--- src/rtl/ppe_pkg.sv ---
// Shared types, constants and helper functions of the particle pool engine.
package ppe_pkg;

  localparam int POOL_SLOTS_DEF   = 32;
  localparam int CORDIC_STEPS_DEF = 16;
  localparam int ATAN_ENTRIES     = 24;

  localparam int CW          = 36;   // CORDIC x/y width
  localparam int ZW          = 33;   // CORDIC angle width, Q28
  localparam int TW          = 6;    // tally width
  localparam int QDEPTH      = 2;    // command queue depth
  localparam int IN_TDATA_W  = 200;
  localparam int OUT_TDATA_W = 200;

  localparam logic signed [ZW-1:0] HALF_PI_Q28  = 33'sd421657428;
  localparam logic [29:0]          GAIN_INV_Q30 = 30'd652032874;
  localparam logic [15:0]          LFSR_MASK    = 16'hB400;
  localparam logic [15:0]          SEED_RESET   = 16'd44257;

  localparam logic FUNC_TICK = 1'b1;

  typedef enum logic [2:0] {
    CFG_GRAVITY_X   = 3'd0,
    CFG_GRAVITY_Y   = 3'd1,
    CFG_ORIGIN_X    = 3'd2,
    CFG_ORIGIN_Y    = 3'd3,
    CFG_RANDOM_SEED = 3'd4
  } cfg_idx_t;

  typedef enum logic [1:0] {
    KIND_ACK     = 2'd0,
    KIND_REPORT  = 2'd1,
    KIND_SUMMARY = 2'd2
  } kind_t;

  typedef enum logic [4:0] {
    B_IDLE, B_E_FIND, B_E_ANG, B_E_DIR, B_V_RUN, B_V_LO, B_V_HI, B_E_RAD,
    B_R_RUN, B_UX_LO, B_UX_HI, B_UY_LO, B_UY_HI, B_E_WR, B_E_ACK,
    B_T_GMUL, B_T_SCAN, B_T_RD, B_T_MUL, B_T_POS, B_T_SUM
  } back_state_t;

  typedef struct packed {
    logic               is_tick;
    logic [5:0]         count;
    logic signed [31:0] dx;
    logic signed [31:0] dy;
    logic [18:0]        spread;
    logic [31:0]        tint;
    logic [23:0]        size;
    logic [30:0]        life;
    logic               radial;
    logic [15:0]        dt;
  } cmd_t;

  typedef struct packed {
    logic signed [31:0] px;
    logic signed [31:0] py;
    logic signed [31:0] vx;
    logic signed [31:0] vy;
    logic signed [31:0] life;
    logic [30:0]        life_init;
    logic [31:0]        tint;
    logic [23:0]        size;
  } entry_t;

  typedef struct packed {
    kind_t              kind;
    logic [4:0]         slot;
    logic signed [31:0] x;
    logic signed [31:0] y;
    logic signed [31:0] life_left;
    logic [30:0]        life_start;
    logic [31:0]        tint;
    logic [23:0]        size;
    logic [TW-1:0]      tally;
    logic               last;
  } res_t;

  typedef struct packed {
    logic               load;
    logic               vec;    // 1 vectoring, 0 rotation
    logic signed [CW-1:0] x;
    logic signed [CW-1:0] y;
    logic signed [ZW-1:0] z;
  } cord_req_t;

  function automatic logic [27:0] atan_q28(input logic [4:0] i);
    logic [27:0] a;
    unique case (i)
      5'd0:  a = 28'd210828714;
      5'd1:  a = 28'd124459457;
      5'd2:  a = 28'd65760959;
      5'd3:  a = 28'd33381290;
      5'd4:  a = 28'd16755422;
      5'd5:  a = 28'd8385879;
      5'd6:  a = 28'd4193963;
      5'd7:  a = 28'd2097109;
      5'd8:  a = 28'd1048571;
      5'd9:  a = 28'd524287;
      5'd10: a = 28'd262144;
      5'd11: a = 28'd131072;
      5'd12: a = 28'd65536;
      5'd13: a = 28'd32768;
      5'd14: a = 28'd16384;
      5'd15: a = 28'd8192;
      5'd16: a = 28'd4096;
      5'd17: a = 28'd2048;
      5'd18: a = 28'd1024;
      5'd19: a = 28'd512;
      5'd20: a = 28'd256;
      5'd21: a = 28'd128;
      5'd22: a = 28'd64;
      5'd23: a = 28'd32;
      default: a = 28'd0;
    endcase
    return a;
  endfunction

  function automatic logic signed [31:0] sat32(input logic signed [39:0] v);
    logic signed [31:0] r;
    if (v > 40'sd2147483647) begin
      r = 32'sh7FFFFFFF;
    end else if (v < -40'sd2147483648) begin
      r = 32'sh80000000;
    end else begin
      r = v[31:0];
    end
    return r;
  endfunction

  function automatic logic [15:0] lfsr_next(input logic [15:0] l);
    logic [15:0] n;
    n = {1'b0, l[15:1]};
    if (l[0]) begin
      n = n ^ LFSR_MASK;
    end
    return n;
  endfunction

endpackage

--- src/rtl/ppe_front.sv ---
// Front end: input transfer, command decode and the short command queue.
module ppe_front (
  input  logic                           clk,
  input  logic                           rst_n,
  input  logic                           in_tvalid,
  output logic                           in_tready,
  input  logic [ppe_pkg::IN_TDATA_W-1:0] in_tdata,
  input  logic                           in_tuser,
  output logic                           q_valid,
  output ppe_pkg::cmd_t                  q_head,
  input  logic                           q_pop
);
  import ppe_pkg::*;

  cmd_t       q_r [QDEPTH];
  logic       wr_ptr_r, wr_ptr_nxt;
  logic       rd_ptr_r, rd_ptr_nxt;
  logic [1:0] cnt_r, cnt_nxt;
  cmd_t       cmd_in;
  logic       push, pop;

  // decode: tick items only carry delta time, emit items the rest
  always_comb begin
    cmd_in         = '0;
    cmd_in.is_tick = (in_tuser == FUNC_TICK);
    cmd_in.count   = in_tdata[5:0];
    cmd_in.dx      = $signed(in_tdata[37:6]);
    cmd_in.dy      = $signed(in_tdata[69:38]);
    cmd_in.spread  = in_tdata[88:70];
    cmd_in.tint    = in_tdata[120:89];
    cmd_in.size    = in_tdata[144:121];
    cmd_in.life    = in_tdata[175:145];
    cmd_in.radial  = in_tdata[176];
    cmd_in.dt      = in_tdata[192:177];
  end

  assign in_tready = (cnt_r != 2'(QDEPTH));
  assign push      = in_tvalid && in_tready;
  assign q_valid   = (cnt_r != 2'd0);
  assign pop       = q_pop && q_valid;
  assign q_head    = q_r[rd_ptr_r];

  always_comb begin
    wr_ptr_nxt = push ? ~wr_ptr_r : wr_ptr_r;
    rd_ptr_nxt = pop  ? ~rd_ptr_r : rd_ptr_r;
    cnt_nxt    = cnt_r + 2'(push) - 2'(pop);
  end

  always_ff @(posedge clk) begin
    if (!rst_n) begin
      wr_ptr_r <= 1'b0;
      rd_ptr_r <= 1'b0;
      cnt_r    <= 2'd0;
    end else begin
      wr_ptr_r <= wr_ptr_nxt;
      rd_ptr_r <= rd_ptr_nxt;
      cnt_r    <= cnt_nxt;
    end
  end

  always_ff @(posedge clk) begin
    if (push) begin
      q_r[wr_ptr_r] <= cmd_in;
    end
  end

endmodule

--- config.mk ---
export PLATFORM = sky130hd
export DESIGN_NAME = ppe_front
export DESIGN_NICKNAME = d
export VERILOG_FILES = /design/src/rtl/ppe_pkg.sv /design/src/rtl/ppe_front.sv
export SDC_FILE = /design/constraint.sdc
export NUM_CORES = 1
export LEC_CHECK = 0
export BUFFER_PORTS_ARGS = -buffer_cell sky130_fd_sc_hd__buf_2
export CORE_MARGIN = 5
export CORE_UTILIZATION = 48
export CTS_CLUSTER_DIAMETER = 40
export DETAILED_ROUTE_END_ITERATION = 6
export PLACE_DENSITY = 0.76
export SLEW_MARGIN = 10
export SYNTH_ARGS = -nofsm -noshare
export SYNTH_HDL_FRONTEND = slang
export SYNTH_SLANG_ARGS = --single-unit
--- constraint.sdc ---
create_clock -name clk -period 18.3 [get_ports clk]
set_input_delay 0 -clock clk [delete_from_list [all_inputs] [get_ports clk]]
set_output_delay 0 -clock clk [all_outputs]
set_load 0.05 [all_outputs]
; After elaboration in Yosys (flattened, before gate mapping)
; Memory sizes are Yosys's and may differ from the RTL's. A register that Yosys moved wholly into a read port is not among the register bits.
; Index checks and enable logic that the tools add are counted.
; Widths: inputs -> output; s select.
[word_totals]
regBits = 4
latchBits = 0
ramBits = 388
romBits = 0
out_inout_bits = 196
wordCells = 16
n_memories = 1
[memory_table]
columns = name, depth, width, rd, rd_ports_with_merged_regs, write_ports, line_no
row1 = q_r, 2, 194, 1, 1, 1, ppe_front.sv:15  ; cmd_t q_r [QDEPTH];
[classes]
n_addsub = 2
n_mul = 0
div_mod_pow = 0
order_cmp = 0
eq_ne = 1
shifts = 0
mux = 4
bitwise_logic = 2
n_reduce_logical = 3
[op_table]
columns = cell, count
row1 = $mux 1, 4
row2 = $add 2x1->2, 1
row3 = $logic_and 1x1->1, 2
row4 = $ne 2x2->1 const B, 1
row5 = $not 1->1, 2
row6 = $reduce_bool 2->1, 1
row7 = $sub 2x1->2, 1

; Logic depth before layout (Yosys ltp)
[depth]
ltp_word = 4
mapped_depth = 8
ltp_nobuf = 8

; Worst setup path after synthesis
; OpenSTA, ideal clock, no wires.
[synth_path]
path_kind = register to register
start = reg cnt_r[0]
end = mem q_r[0][0] (netlist name) (enable)
arrival_ns = 9.075
required_ns = 17.548
slack_ns = 8.472
stages_incl_launch_ff = 4
period_less_slack_ns = 9.828
path_cell_list = dfxtp_1 -> nand2b_1 -> nand2_1 -> nor2_1
[synth_between]
elab_chain_len = 4
[synth_rtl]
columns = item, line_no
row1 = start: declaration, ppe_front.sv:18  ; logic [1:0] cnt_r, cnt_nxt;
row2 = start signal: assignment, ppe_front.sv:57  ; cnt_r <= cnt_nxt;
row3 = $ne 2x2->1, ppe_front.sv:37  ; assign in_tready = (cnt_r != 2'(QDEPTH));
row4 = via in_tready, ppe_front.sv:6  ; output logic in_tready,
row5 = $logic_and 1x1->1, ppe_front.sv:38  ; assign push = in_tvalid && in_tready;
row6 = $mux 1, ppe_front.sv:62  ; if (push) begin
row7 = $mux 1 (implied by the code), ppe_front.sv:63  ; q_r[wr_ptr_r] <= cmd_in;
row8 = end: declaration, ppe_front.sv:15
; The timed path passes the listed nets, and every way through them passes these cells.

==> impl_metrics.json <==
{
  "status": "finished clean",
  "fin_skew_ns": 0.01256,
  "yosys_warnings": 0,
  "grt_max_degree": 78,
  "tns_ns": 0,
  "synth_cells": 628,
  "fin_crit_ns": 3.752,
  "critPathBufInv": 3,
  "critPathArrivalTime_ns": 3.75,
  "grt_util_all_layers_pct": 18.51,
  "dp_cells": 1404,
  "cts.sinks": 393,
  "die_x_um": 186.2,
  "cap_viol_max_count": 0,
  "most-common-layout-cells": "buf_2 (393), edfxtp_1 (388), dlygate4sd3_1 (197), mux2_4 (160), clkbuf_16 (45)",
  "drv_slew": 0,
  "final_common_cell": "buf_2",
  "numCtsBuffers": 45,
  "synth.distinct_cells": 19,
  "slew_headroom_pct": 25.55,
  "insertion_delay_ns": 0.51,
  "cp_slowest_cell": "buf_4",
  "rsz0062_at_grt": "no",
  "portBuffers": 393,
  "path_max_fanout": 68,
  "grt-ovfl-total": 0,
  "fmax_mhz": 266.5,
  "min_path_type": "in -> reg",
  "syn_nets": 835,
  "peakVddDrop_uv": 90.48,
  "cts_tree": "done",
  "tightest_slew_ns": 1.117,
  "hold_viol_final": 0,
  "wl_per_cell_um": 20.05,
  "die_h_um": 186.2,
  "initial_core_util_pct": 48.72,
  "htreeDepth": 2,
  "ys_seq_area_share_pct": 78.85,
  "yosys_register_bits": 393,
  "path_class": "reg -> out",
  "cts.repair.resized": 0,
  "grt_pass1_vias": 9137,
  "max_stage_delay_ns": 0.95,
  "critPathTopFamily": "buffers and inverters",
  "setup-violations-final": 0,
  "grt_pass1_wl_um": 49780,
  "path_cells": "buf_4 > buf_4 > mux2_4 > buf_2",
  "drive_gt1_share_pct": 52.03,
  "cts-root-buf": "clkbuf_16",
  "drt_iter0_drc": 353,
  "start_kind": "flop",
  "nets": 1459,
  "endpoint_kind": "output pin",
  "syn_area_mm2": 0.01490,
  "fp-row-count": 64,
  "vias": 8216,
  "pin_count": 401,
  "drc_errors": 0,
  "path_clk_slew_ns": 0.06,
  "dp_hpwl_um": 20650,
  "power_density_mw_per_mm2": 152.0,
  "p_leak_nw": 8.138,
  "worst_path_most_repeated_cell": "buf_4",
  "viasPerCell": 4.885,
  "final_cell_count_no_fill": 1682,
  "required_ns": 18.30,
  "drt-total-wl_um": 33720,
  "syn2layout_area_growth_pct": 38.81,
  "finalCritPeriodShare_pct": 20.50,
  "synth.avg_cell_area_um2": 23.73,
  "dr.pass1.iters": 4,
  "cts.path.max_buffers": 3,
  "antenna_left": 0,
  "core_area_mm2": 0.03059,
  "dieArea_mm2": 0.03467,
  "place.gp.congestion": 0.7351,
  "antenna_found_initial": 4
}
[cells by family after synthesis]
family | after synthesis | synth area share, %
muxes | 195 | 18.76
adders and majority gates | 2 | 0.1679
AOI/OAI and AO/OA | 1 | 0.05039
and+or+nand+nor | 11 | 0.4114
DFF | 393 | 78.85
buffers and inverters | 23 | 1.587
xor gates and xnor gates | 3 | 0.1763
[worst register-to-register path, stage by stage, from the launching register on]
cell      delay [ns]
dfxtp_1         0.37
nand2b_1        0.17
nand2_1         0.15
nor2_4          0.84
buf_4           0.58
buf_4           0.64
[synthesized netlist by cell type]
cell type,instances,area (um^2)
and3_1,1,6.260
mux2_4,160,2402
ha_1,2,25.02
buf_2,3,15.01
buf_8,1,15.01
nor2b_1,2,12.51
dfxtp_1,5,100.1
o21a_1,1,7.510
nand2_1,2,7.510
nand2b_1,2,12.51
xnor2_1,3,26.28
mux2i_1,1,10.01
or2_2,1,6.260
nor2_1,1,3.750
inv_1,1,3.750
mux2_2,34,382.9
buf_6,18,202.7
edfxtp_1,388,11650
and2_1,2,12.51
[layer usage]
layer	vias to the layer above	track usage, %	wire (um)
li1	3766	-	-
met1	4020	20.25	11760
met2	368	33.72	17630
met3	62	6.262	3281
met4	0	6.266	1042
met5	-	0	0
[layout make-up]
type                            instances  area [um^2]
Antenna cell                            4        10.01
Clock buffer                           50         1145
Clock inverter                         27        344.1
Fill cell                            1932         9902
Inverter                                1        3.754
Multi-Input combinational cell        212         2928
Sequential cell                       393        11760
Tap cell                              396        495.5
Timing Repair Buffer                  599         4006
[worst paths after layout]
path | from | to | slack, ns | cells past startpoint
setup / recovery | flop | q_head[61] | 14.55 | 4
hold / removal | in_tdata[3] | q_r[0][190] | 0.21 | 2
setup reg to reg | cnt_r[0] | q_r[0][100] | 15.14 | 5
hold reg to reg | wr_ptr_r | wr_ptr_r | 0.52 | 2
[state kept, by name, summed over array words and instances, names as in the netlist, named ones only]
signal / cells
wr_ptr_r: 1
q_r: 388
rd_ptr_r: 1
cnt_r: 2
[power by group]
group / internal [W] / switching (W)
clock: 0.000552 / 0.000340
sequential: 0.00113 / 0.0000441
combinational: 0.000345 / 0.000731
total: 0.00203 / 0.00111
[repair_timing]
action | CTS | global route
endpoints found under the hold margin | 393 | 0
buffers inserted | 0 | 0
hold buffers | 197 | 0
[per-stage QoR]
stage | setup WS (ns) | total power, W | cell area (um^2) | utilization, % | hold slack [ns]
after detailed placement | 15.05 | 0.002234 | 17220 | 56.28 | 0.1911
final | 14.55 | 0.003144 | 20690 | 67.63 | 0.2128
after global routing | 14.37 | 0.003255 | 20690 | 67.63 | 0.1940
after CTS | 14.49 | 0.003160 | 20680 | 67.60 | 0.1786
after global placement | 15.02 | 0.002222 | 17220 | 56.28 | 0.1874
after floorplan | 8.472 | 0.002067 | 14900 | - | 0.09887
No activity file was read; power rests on OpenSTA's default activity.
