$ cat config.mk
export PLATFORM = sky130hd
export DESIGN_NAME = ppe_cordic
export DESIGN_NICKNAME = d
export VERILOG_FILES = /design/src/rtl/ppe_pkg.sv /design/src/rtl/ppe_cordic.sv
export SDC_FILE = /design/constraint.sdc
export NUM_CORES = 1
export LEC_CHECK = 0
export ABC_CLOCK_PERIOD_IN_PS = 8520
export BUFFER_PORTS_ARGS = -buffer_cell sky130_fd_sc_hd__buf_2
export CAP_MARGIN = 20
export CORE_MARGIN = 1.5
export CORE_UTILIZATION = 30
export CTS_CLUSTER_DIAMETER = 40
export DETAILED_ROUTE_END_ITERATION = 7
export HOLD_SLACK_MARGIN = 0.1
export PLACE_DENSITY_LB_ADDON = 0.1
export SYNTH_ARGS = -nofsm -noshare
export SYNTH_HDL_FRONTEND = slang
export SYNTH_SLANG_ARGS = --single-unit
$ cat constraint.sdc
create_clock -name clk -period 8.52 [get_ports clk]
set_clock_uncertainty 0.2 [all_clocks]
set_input_delay 0.426 -clock clk [delete_from_list [all_inputs] [get_ports clk]]
set_output_delay 0.426 -clock clk [all_outputs]
set_load 0.01 [all_outputs]
$ cat src/rtl/ppe_pkg.sv
// Shared types, constants and helper functions of the particle pool engine.
package ppe_pkg;

  localparam int POOL_SLOTS_DEF   = 32;
  localparam int CORDIC_STEPS_DEF = 16;
  localparam int ATAN_ENTRIES     = 24;

  localparam int CW          = 36;   // CORDIC x/y width
  localparam int ZW          = 33;   // CORDIC angle width, Q28
  localparam int TW          = 6;    // tally width
  localparam int QDEPTH      = 2;    // command queue depth
  localparam int IN_TDATA_W  = 200;
  localparam int OUT_TDATA_W = 200;

  localparam logic signed [ZW-1:0] HALF_PI_Q28  = 33'sd421657428;
  localparam logic [29:0]          GAIN_INV_Q30 = 30'd652032874;
  localparam logic [15:0]          LFSR_MASK    = 16'hB400;
  localparam logic [15:0]          SEED_RESET   = 16'd44257;

  localparam logic FUNC_TICK = 1'b1;

  typedef enum logic [2:0] {
    CFG_GRAVITY_X   = 3'd0,
    CFG_GRAVITY_Y   = 3'd1,
    CFG_ORIGIN_X    = 3'd2,
    CFG_ORIGIN_Y    = 3'd3,
    CFG_RANDOM_SEED = 3'd4
  } cfg_idx_t;

  typedef enum logic [1:0] {
    KIND_ACK     = 2'd0,
    KIND_REPORT  = 2'd1,
    KIND_SUMMARY = 2'd2
  } kind_t;

  typedef enum logic [4:0] {
    B_IDLE, B_E_FIND, B_E_ANG, B_E_DIR, B_V_RUN, B_V_LO, B_V_HI, B_E_RAD,
    B_R_RUN, B_UX_LO, B_UX_HI, B_UY_LO, B_UY_HI, B_E_WR, B_E_ACK,
    B_T_GMUL, B_T_SCAN, B_T_RD, B_T_MUL, B_T_POS, B_T_SUM
  } back_state_t;

  typedef struct packed {
    logic               is_tick;
    logic [5:0]         count;
    logic signed [31:0] dx;
    logic signed [31:0] dy;
    logic [18:0]        spread;
    logic [31:0]        tint;
    logic [23:0]        size;
    logic [30:0]        life;
    logic               radial;
    logic [15:0]        dt;
  } cmd_t;

  typedef struct packed {
    logic signed [31:0] px;
    logic signed [31:0] py;
    logic signed [31:0] vx;
    logic signed [31:0] vy;
    logic signed [31:0] life;
    logic [30:0]        life_init;
    logic [31:0]        tint;
    logic [23:0]        size;
  } entry_t;

  typedef struct packed {
    kind_t              kind;
    logic [4:0]         slot;
    logic signed [31:0] x;
    logic signed [31:0] y;
    logic signed [31:0] life_left;
    logic [30:0]        life_start;
    logic [31:0]        tint;
    logic [23:0]        size;
    logic [TW-1:0]      tally;
    logic               last;
  } res_t;

  typedef struct packed {
    logic               load;
    logic               vec;    // 1 vectoring, 0 rotation
    logic signed [CW-1:0] x;
    logic signed [CW-1:0] y;
    logic signed [ZW-1:0] z;
  } cord_req_t;

  function automatic logic [27:0] atan_q28(input logic [4:0] i);
    logic [27:0] a;
    unique case (i)
      5'd0:  a = 28'd210828714;
      5'd1:  a = 28'd124459457;
      5'd2:  a = 28'd65760959;
      5'd3:  a = 28'd33381290;
      5'd4:  a = 28'd16755422;
      5'd5:  a = 28'd8385879;
      5'd6:  a = 28'd4193963;
      5'd7:  a = 28'd2097109;
      5'd8:  a = 28'd1048571;
      5'd9:  a = 28'd524287;
      5'd10: a = 28'd262144;
      5'd11: a = 28'd131072;
      5'd12: a = 28'd65536;
      5'd13: a = 28'd32768;
      5'd14: a = 28'd16384;
      5'd15: a = 28'd8192;
      5'd16: a = 28'd4096;
      5'd17: a = 28'd2048;
      5'd18: a = 28'd1024;
      5'd19: a = 28'd512;
      5'd20: a = 28'd256;
      5'd21: a = 28'd128;
      5'd22: a = 28'd64;
      5'd23: a = 28'd32;
      default: a = 28'd0;
    endcase
    return a;
  endfunction

  function automatic logic signed [31:0] sat32(input logic signed [39:0] v);
    logic signed [31:0] r;
    if (v > 40'sd2147483647) begin
      r = 32'sh7FFFFFFF;
    end else if (v < -40'sd2147483648) begin
      r = 32'sh80000000;
    end else begin
      r = v[31:0];
    end
    return r;
  endfunction

  function automatic logic [15:0] lfsr_next(input logic [15:0] l);
    logic [15:0] n;
    n = {1'b0, l[15:1]};
    if (l[0]) begin
      n = n ^ LFSR_MASK;
    end
    return n;
  endfunction

endpackage

$ cat src/rtl/ppe_cordic.sv
// Iterative CORDIC: one micro-rotation per cycle, rotation or vectoring.
module ppe_cordic #(
  parameter int CORDIC_STEPS = ppe_pkg::CORDIC_STEPS_DEF
) (
  input  logic                          clk,
  input  logic                          rst_n,
  input  ppe_pkg::cord_req_t            req,
  output logic                          busy,
  output logic signed [ppe_pkg::CW-1:0] x_out,
  output logic signed [ppe_pkg::CW-1:0] y_out
);
  import ppe_pkg::*;

  localparam int STEPS = (CORDIC_STEPS < ATAN_ENTRIES) ? CORDIC_STEPS : ATAN_ENTRIES;
  localparam logic [4:0] LAST = 5'(STEPS - 1);

  logic signed [CW-1:0] x_r, x_nxt, y_r, y_nxt, xs, ys;
  logic signed [ZW-1:0] z_r, z_nxt, at;
  logic [4:0]           i_r, i_nxt;
  logic                 vec_r, vec_nxt, busy_r, busy_nxt, neg;

  always_comb begin
    xs  = x_r >>> i_r;
    ys  = y_r >>> i_r;
    at  = $signed({5'b0, atan_q28(i_r)});
    neg = vec_r ? !y_r[CW-1] : z_r[ZW-1];
    x_nxt = x_r; y_nxt = y_r; z_nxt = z_r; i_nxt = i_r;
    vec_nxt = vec_r; busy_nxt = busy_r;
    if (req.load) begin
      x_nxt = req.x; y_nxt = req.y; z_nxt = req.z;
      vec_nxt = req.vec; i_nxt = 5'd0; busy_nxt = 1'b1;
    end else if (busy_r) begin
      if (neg) begin
        x_nxt = x_r + ys; y_nxt = y_r - xs; z_nxt = z_r + at;
      end else begin
        x_nxt = x_r - ys; y_nxt = y_r + xs; z_nxt = z_r - at;
      end
      i_nxt = i_r + 5'd1;
      if (i_r == LAST) begin
        busy_nxt = 1'b0;
      end
    end
  end

  always_ff @(posedge clk) begin
    if (!rst_n) begin
      busy_r <= 1'b0;
    end else begin
      busy_r <= busy_nxt;
    end
  end

  always_ff @(posedge clk) begin
    x_r   <= x_nxt;
    y_r   <= y_nxt;
    z_r   <= z_nxt;
    i_r   <= i_nxt;
    vec_r <= vec_nxt;
  end

  assign busy  = busy_r;
  assign x_out = x_r;
  assign y_out = y_r;

endmodule

Word level (Yosys, flattened, before mapping)
Memory sizes are Yosys's and may differ from the RTL's. A register that Yosys moved wholly into a read port is not among the register bits.
Cells that the tools add are included.
{ "word_totals": {"word_cells": 34, "mem_count": 1, "output_inout_bits": 73, "regBits": 112, "romBits": 896} }
{ "mem_list": {"columns": ["name", "depth", "word_bits", "rd", "rd_ports_with_merged_regs", "wr", "line_no", "source"], "rows": [
  ["(no name shown)", 32, 28, 1, 1, 0, "ppe_pkg.sv:89", "unique case (i)"]
]} }
{ "classes": {"n_reduce_logical": 2, "n_shift": 2, "addsub": 7, "n_mux": 15, "n_eq_ne": 1} }
{ "op_table": {"columns": ["operator", "count"], "rows": [
  ["$mux 36", 6],
  ["$mux 33", 3],
  ["$add 36x36->36", 2],
  ["$sshr 36x5->36", 2],
  ["$sub 36x36->36", 2],
  ["$add 33x29->33", 1],
  ["$sub 33x29->33", 1],
  ["$mux 5", 2],
  ["$add 5x1->5 const B", 1],
  ["$eq 5x4->1 const B", 1],
  ["$mux 1", 4],
  ["$reduce_bool 2->1", 1],
  ["$logic_not 1->1", 1]
]} }

Depth between registers and ports, before layout
{ "logic_depth": {"word_depth": 5, "ltp_mapped": 29, "depth_no_buf": 22} }

Least setup slack after synthesis
OpenSTA, ideal clock, no wires.
{ "synth_path": {"kind": "reg-to-reg", "startpoint": "reg i_r[0]", "endpoint": "reg x_r[33], in the netlist x_out[33] (data pin)", "path_buffers": 5, "arrival_ns": 5.486, "path_stages_with_launch": 27, "setup_ns": 0.268, "required_time_ns": 8.052, "path_slack_ns": 2.566, "cell_sequence": "dfxtp_1 > buf_6 > buf_6 > buf_6 > buf_6 > buf_6 > mux4_2 > a22oi_1 > nor2_1 > a2111oi_2 > ha_1 > nand3_1 > nor3b_2 > and2_1 > a21oi_1 > a31oi_1 > a21oi_1 > ha_1 > and2_1 > nor2_1 > nand2_1 > o41ai_1 > o21ai_0 > a21o_1 > a21oi_1 > xor2_1 > o21ai_0"} }
{ "synth_via": {"elab_chain_len": 5, "elab_cells_between_ends": 6} }
{ "synth_lines": {"columns": ["item", "line_no", "source"], "rows": [
  ["start: declaration", "ppe_cordic.sv:19", "logic [4:0] i_r, i_nxt;"],
  ["start signal: assignment", "ppe_cordic.sv:57", "i_r <= i_nxt;"],
  ["$sshr 36x5->36 *", "ppe_cordic.sv:24", "ys = y_r >>> i_r;"],
  ["$sub 36x36->36 / $add 36x36->36 (equally long branches)", "ppe_cordic.sv:36, ppe_cordic.sv:34", null],
  ["$mux 36 *", "ppe_cordic.sv:33", "if (neg) begin"],
  ["$mux 36 *", "ppe_cordic.sv:32", "end else if (busy_r) begin"],
  ["$mux 36 *", "ppe_cordic.sv:29", "if (req.load) begin"],
  ["via x_nxt[33]", "ppe_cordic.sv:17", "logic signed [CW-1:0] x_r, x_nxt, y_r, y_nxt, xs, ys;"],
  ["end signal: assignment", "ppe_cordic.sv:54", "x_r <= x_nxt;"],
  ["end: declaration", "ppe_cordic.sv:17", null]
]} }
Mark *: on every way through the listed nets, which the timed path passes. The rest lies on a longest branch. The select of a mux whose other input is x is not followed.
A chain may end at the register's enable or synchronous reset.

Final worst setup path
{ "layout_path": {"startpoint": "reg i_r[1]", "endpoint": "reg x_r[33], in the netlist x_out[33] (data pin)"} }
The elaborated chain is that of the path after synthesis.

==> metrics <==
Post-Syn Instances=2153; R2R depth=21; Routed WL=78180 um; Area growth syn-to-layout=17.15%; vias in the first global route=approximately 18000; initial antenna violation count=1; syn nets=2380; TritonCTS clock tree=yes; critical path, cell by cell=buf_4 > mux2_4 > a222oi_1 > o21ai_1 > a221oi_1 > or3b_1 > and4bb_2 > and2_1 > a21oi_1 > a31oi_1 > a21oi_1 > ha_1 > and2_1 > nor2_1 > nand2_1 > o41ai_1 > o21ai_0 > a21o_1 > a21oi_1 > xor2_1 > o21ai_0; Resize count post-CTS=0; finished layout cell area=21770 um^2; Die H=251.9 um; setup TNS=0 ps; CTS max path bufs=2; CTS Buf Count=17; drt pass-1 iters=8; Via density=5.792; yosys warns=0; Slowest-stage cell, CP=dfxtp_4; hold_sp=req[56]; Seq/Total Area, Yosys=0.2079; CP peak stage delay=a little over 1000 ps; post-synth cell types=roughly 110; Max-cap violations=0; Initial Util=0.3022; Clock Sinks=140; Most used DFF post-synth=edfxtp_1; DR WL/cell=24.55 um; GR Util All Layers=0.2455; worst-margin pin slew=about 1000 ps; final setup fails=0; Post-Syn Area=18580 um^2; Filler cells=~6400; initial DRC count=between 1500 and 2000; Peak Freq=0.1333 GHz; Core ar.=61480 um^2; Clock Latency Late Sink=between 500 and 600 ps; port bufs=181; Hold Path Sink=y_out[23]$_DFFE_PP_; worst hold stages=3; critical path data arrival time=7530 ps; Crit Path Class=reg2reg; Slew headroom=0.3150; Ports=182; Final Net Count=2608; antenna viol nets, final=0; CTS root buf=clkbuf_16; Worst Hold Class=in2reg; RSZ-0062 raised after global routing=false; num rows=91; crit end category=flop; FFs w/ async S/R, synth=0; Startpoint Class=flop; Post-synth EDFFs=106; Residual DRC=0; first-pass GRT wire length=between 100000 and 150000 um; R2R Path Start=i_r[1]$_SDFFE_PP0P_; crit-path max FO=69; min Tclk post-route=about 7500 ps; Worst-path clk slew=80 ps; fin crit share=0.8806; run status=finished clean; Overflow after GRT=0; Pins Over Slew Limit=0; CP most frequent cell=a21oi_1; routability cong.=1.013; reg2reg setup slack=1020 ps; worst path bufs/invs=1; R2R Path End=x_out[33]$_DFFE_PP_; via count=18448; Avg Cell Area, Syn=approximately 8.6 um^2; Final Non-Filler Cells=3185; Post-Place Cell Area=20120 um^2; pin count of the biggest net entering global routing=89; DP Wirelength=59940 um; die area=approximately 63000 um^2; Post-Place Cells=between 3000 and 4000; Critical Path RT=between 8000 and 9000 ps; flops & latches, synth=140; fraction of layout cells with a size suffix above 1=0.1825; Die W=251.9 um; final hold vios=0; H-tree depth=4; Largest delay share family, worst path=compound AO/OA/AOI/OAI gates
## what timing repair did
| item | 4_1_cts | 5_1_grt |
|---|---|---|
| buffers inserted | 0 | 0 |
| hold buffers | 106 | 0 |
| hold endpoints to repair | 106 | 0 |
## area by class of cell
type,instances,area (um^2),share of cell area
flip-flops and latches,140,3877,0.1781
clock inverters,13,120.1,0.005518
diodes,1,2.502,0.0001150
repair buffers,328,2313,0.1063
well taps,790,988.4,0.04541
multi-input cells,1844,13820,0.6351
inverters,50,187.7,0.008622
clock buffers,19,454.2,0.02086
## cell usage after synthesis, types with 38 or more instances
cell type	number	area [um^2]
a21o_1	53	397.9
clkbuf_1	54	202.7
nor2_1	165	619.3
o21ai_0	177	885.9
nor3_1	38	190.2
mux2_2	44	495.5
mux4_2	75	1689
edfxtp_1	106	3183
xor2_1	93	814.5
ha_1	115	1439
inv_1	46	172.7
xnor2_1	77	674.4
a21oi_1	178	890.9
mux2i_1	56	560.5
nand2_1	224	840.8
## sequential cells by signal, summed over array words and instances (netlist names)
signal  cells
z_r        33
x_out      36
vec_r       1
at         28
y_out      36
busy        1
i_r         5
## cells in the final DEF (no fill, tap or decap), types with 22 or more instances in the layout
master,instances
nand2b_1,30
a21o_1,53
nand2_1,224
nor2_1,164
buf_4,39
dlygate4sd3_1,106
nor2b_1,31
and2_1,22
buf_2,180
mux2i_1,54
ha_1,115
nand3_1,29
nor3_1,37
dfxtp_1,29
o21ai_0,177
inv_1,46
xnor2_1,77
xor2_1,93
mux4_2,75
a211oi_1,28
a21oi_1,178
o31ai_1,23
and3_1,22
mux2_2,44
edfxtp_1,106
o22ai_1,25
## metal layers
layer	track usage	wire length (um)
met2	0.4137	37320
met3	0.04158	4127
met5	0	0
met4	0.09837	2849
met1	0.3110	33890
## logic make-up after synthesis
family          count (synthesis)  synth area share
mux                           186            0.1580
fa+ha+maj                     118           0.08067
flops                         140            0.2079
compound gates                702            0.2432
buf+inv                       169           0.05050
xor+xnor                      170           0.08013
simple gates                  668            0.1795
## worst max-delay path by stage
| stage | slack, ps | endpoint | cells past startpoint | from |
|---|---|---|---|---|
| after floorplan | 2570 | x_out[33]$_DFFE_PP_ | 26 | i_r[0]$_SDFFE_PP0P_ |
| after global placement | 1190 | x_out[33]$_DFFE_PP_ | 22 | i_r[1]$_SDFFE_PP0P_ |
| after detailed placement | 1110 | x_out[33]$_DFFE_PP_ | 22 | i_r[1]$_SDFFE_PP0P_ |
| after CTS | 1050 | x_out[33]$_DFFE_PP_ | 22 | i_r[1]$_SDFFE_PP0P_ |
| after global routing | 390 | x_out[33]$_DFFE_PP_ | 22 | i_r[1]$_SDFFE_PP0P_ |
| final | 1020 | x_out[33]$_DFFE_PP_ | 21 | i_r[1]$_SDFFE_PP0P_ |
## tightest hold or removal path, cell delays in order
cell and delay [ps]:
buf_2 90, a221o_1 140, a311o_1 110
## metrics by stage
stage | utilization | hold slack [ps] | worst slack (ps)
floorplan | - | 324.9 | 2566
global placement | 0.3268 | 450.4 | 1192
detailed placement | 0.3273 | 452.8 | 1111
CTS | 0.3539 | 129.6 | 1051
global route | 0.3540 | 176.2 | 390.0
finish | 0.3541 | 181.9 | 1017
Power is left out: the tool's default activity adds up to more than one toggle a clock period on the data nets, which glitch-free logic cannot reach.
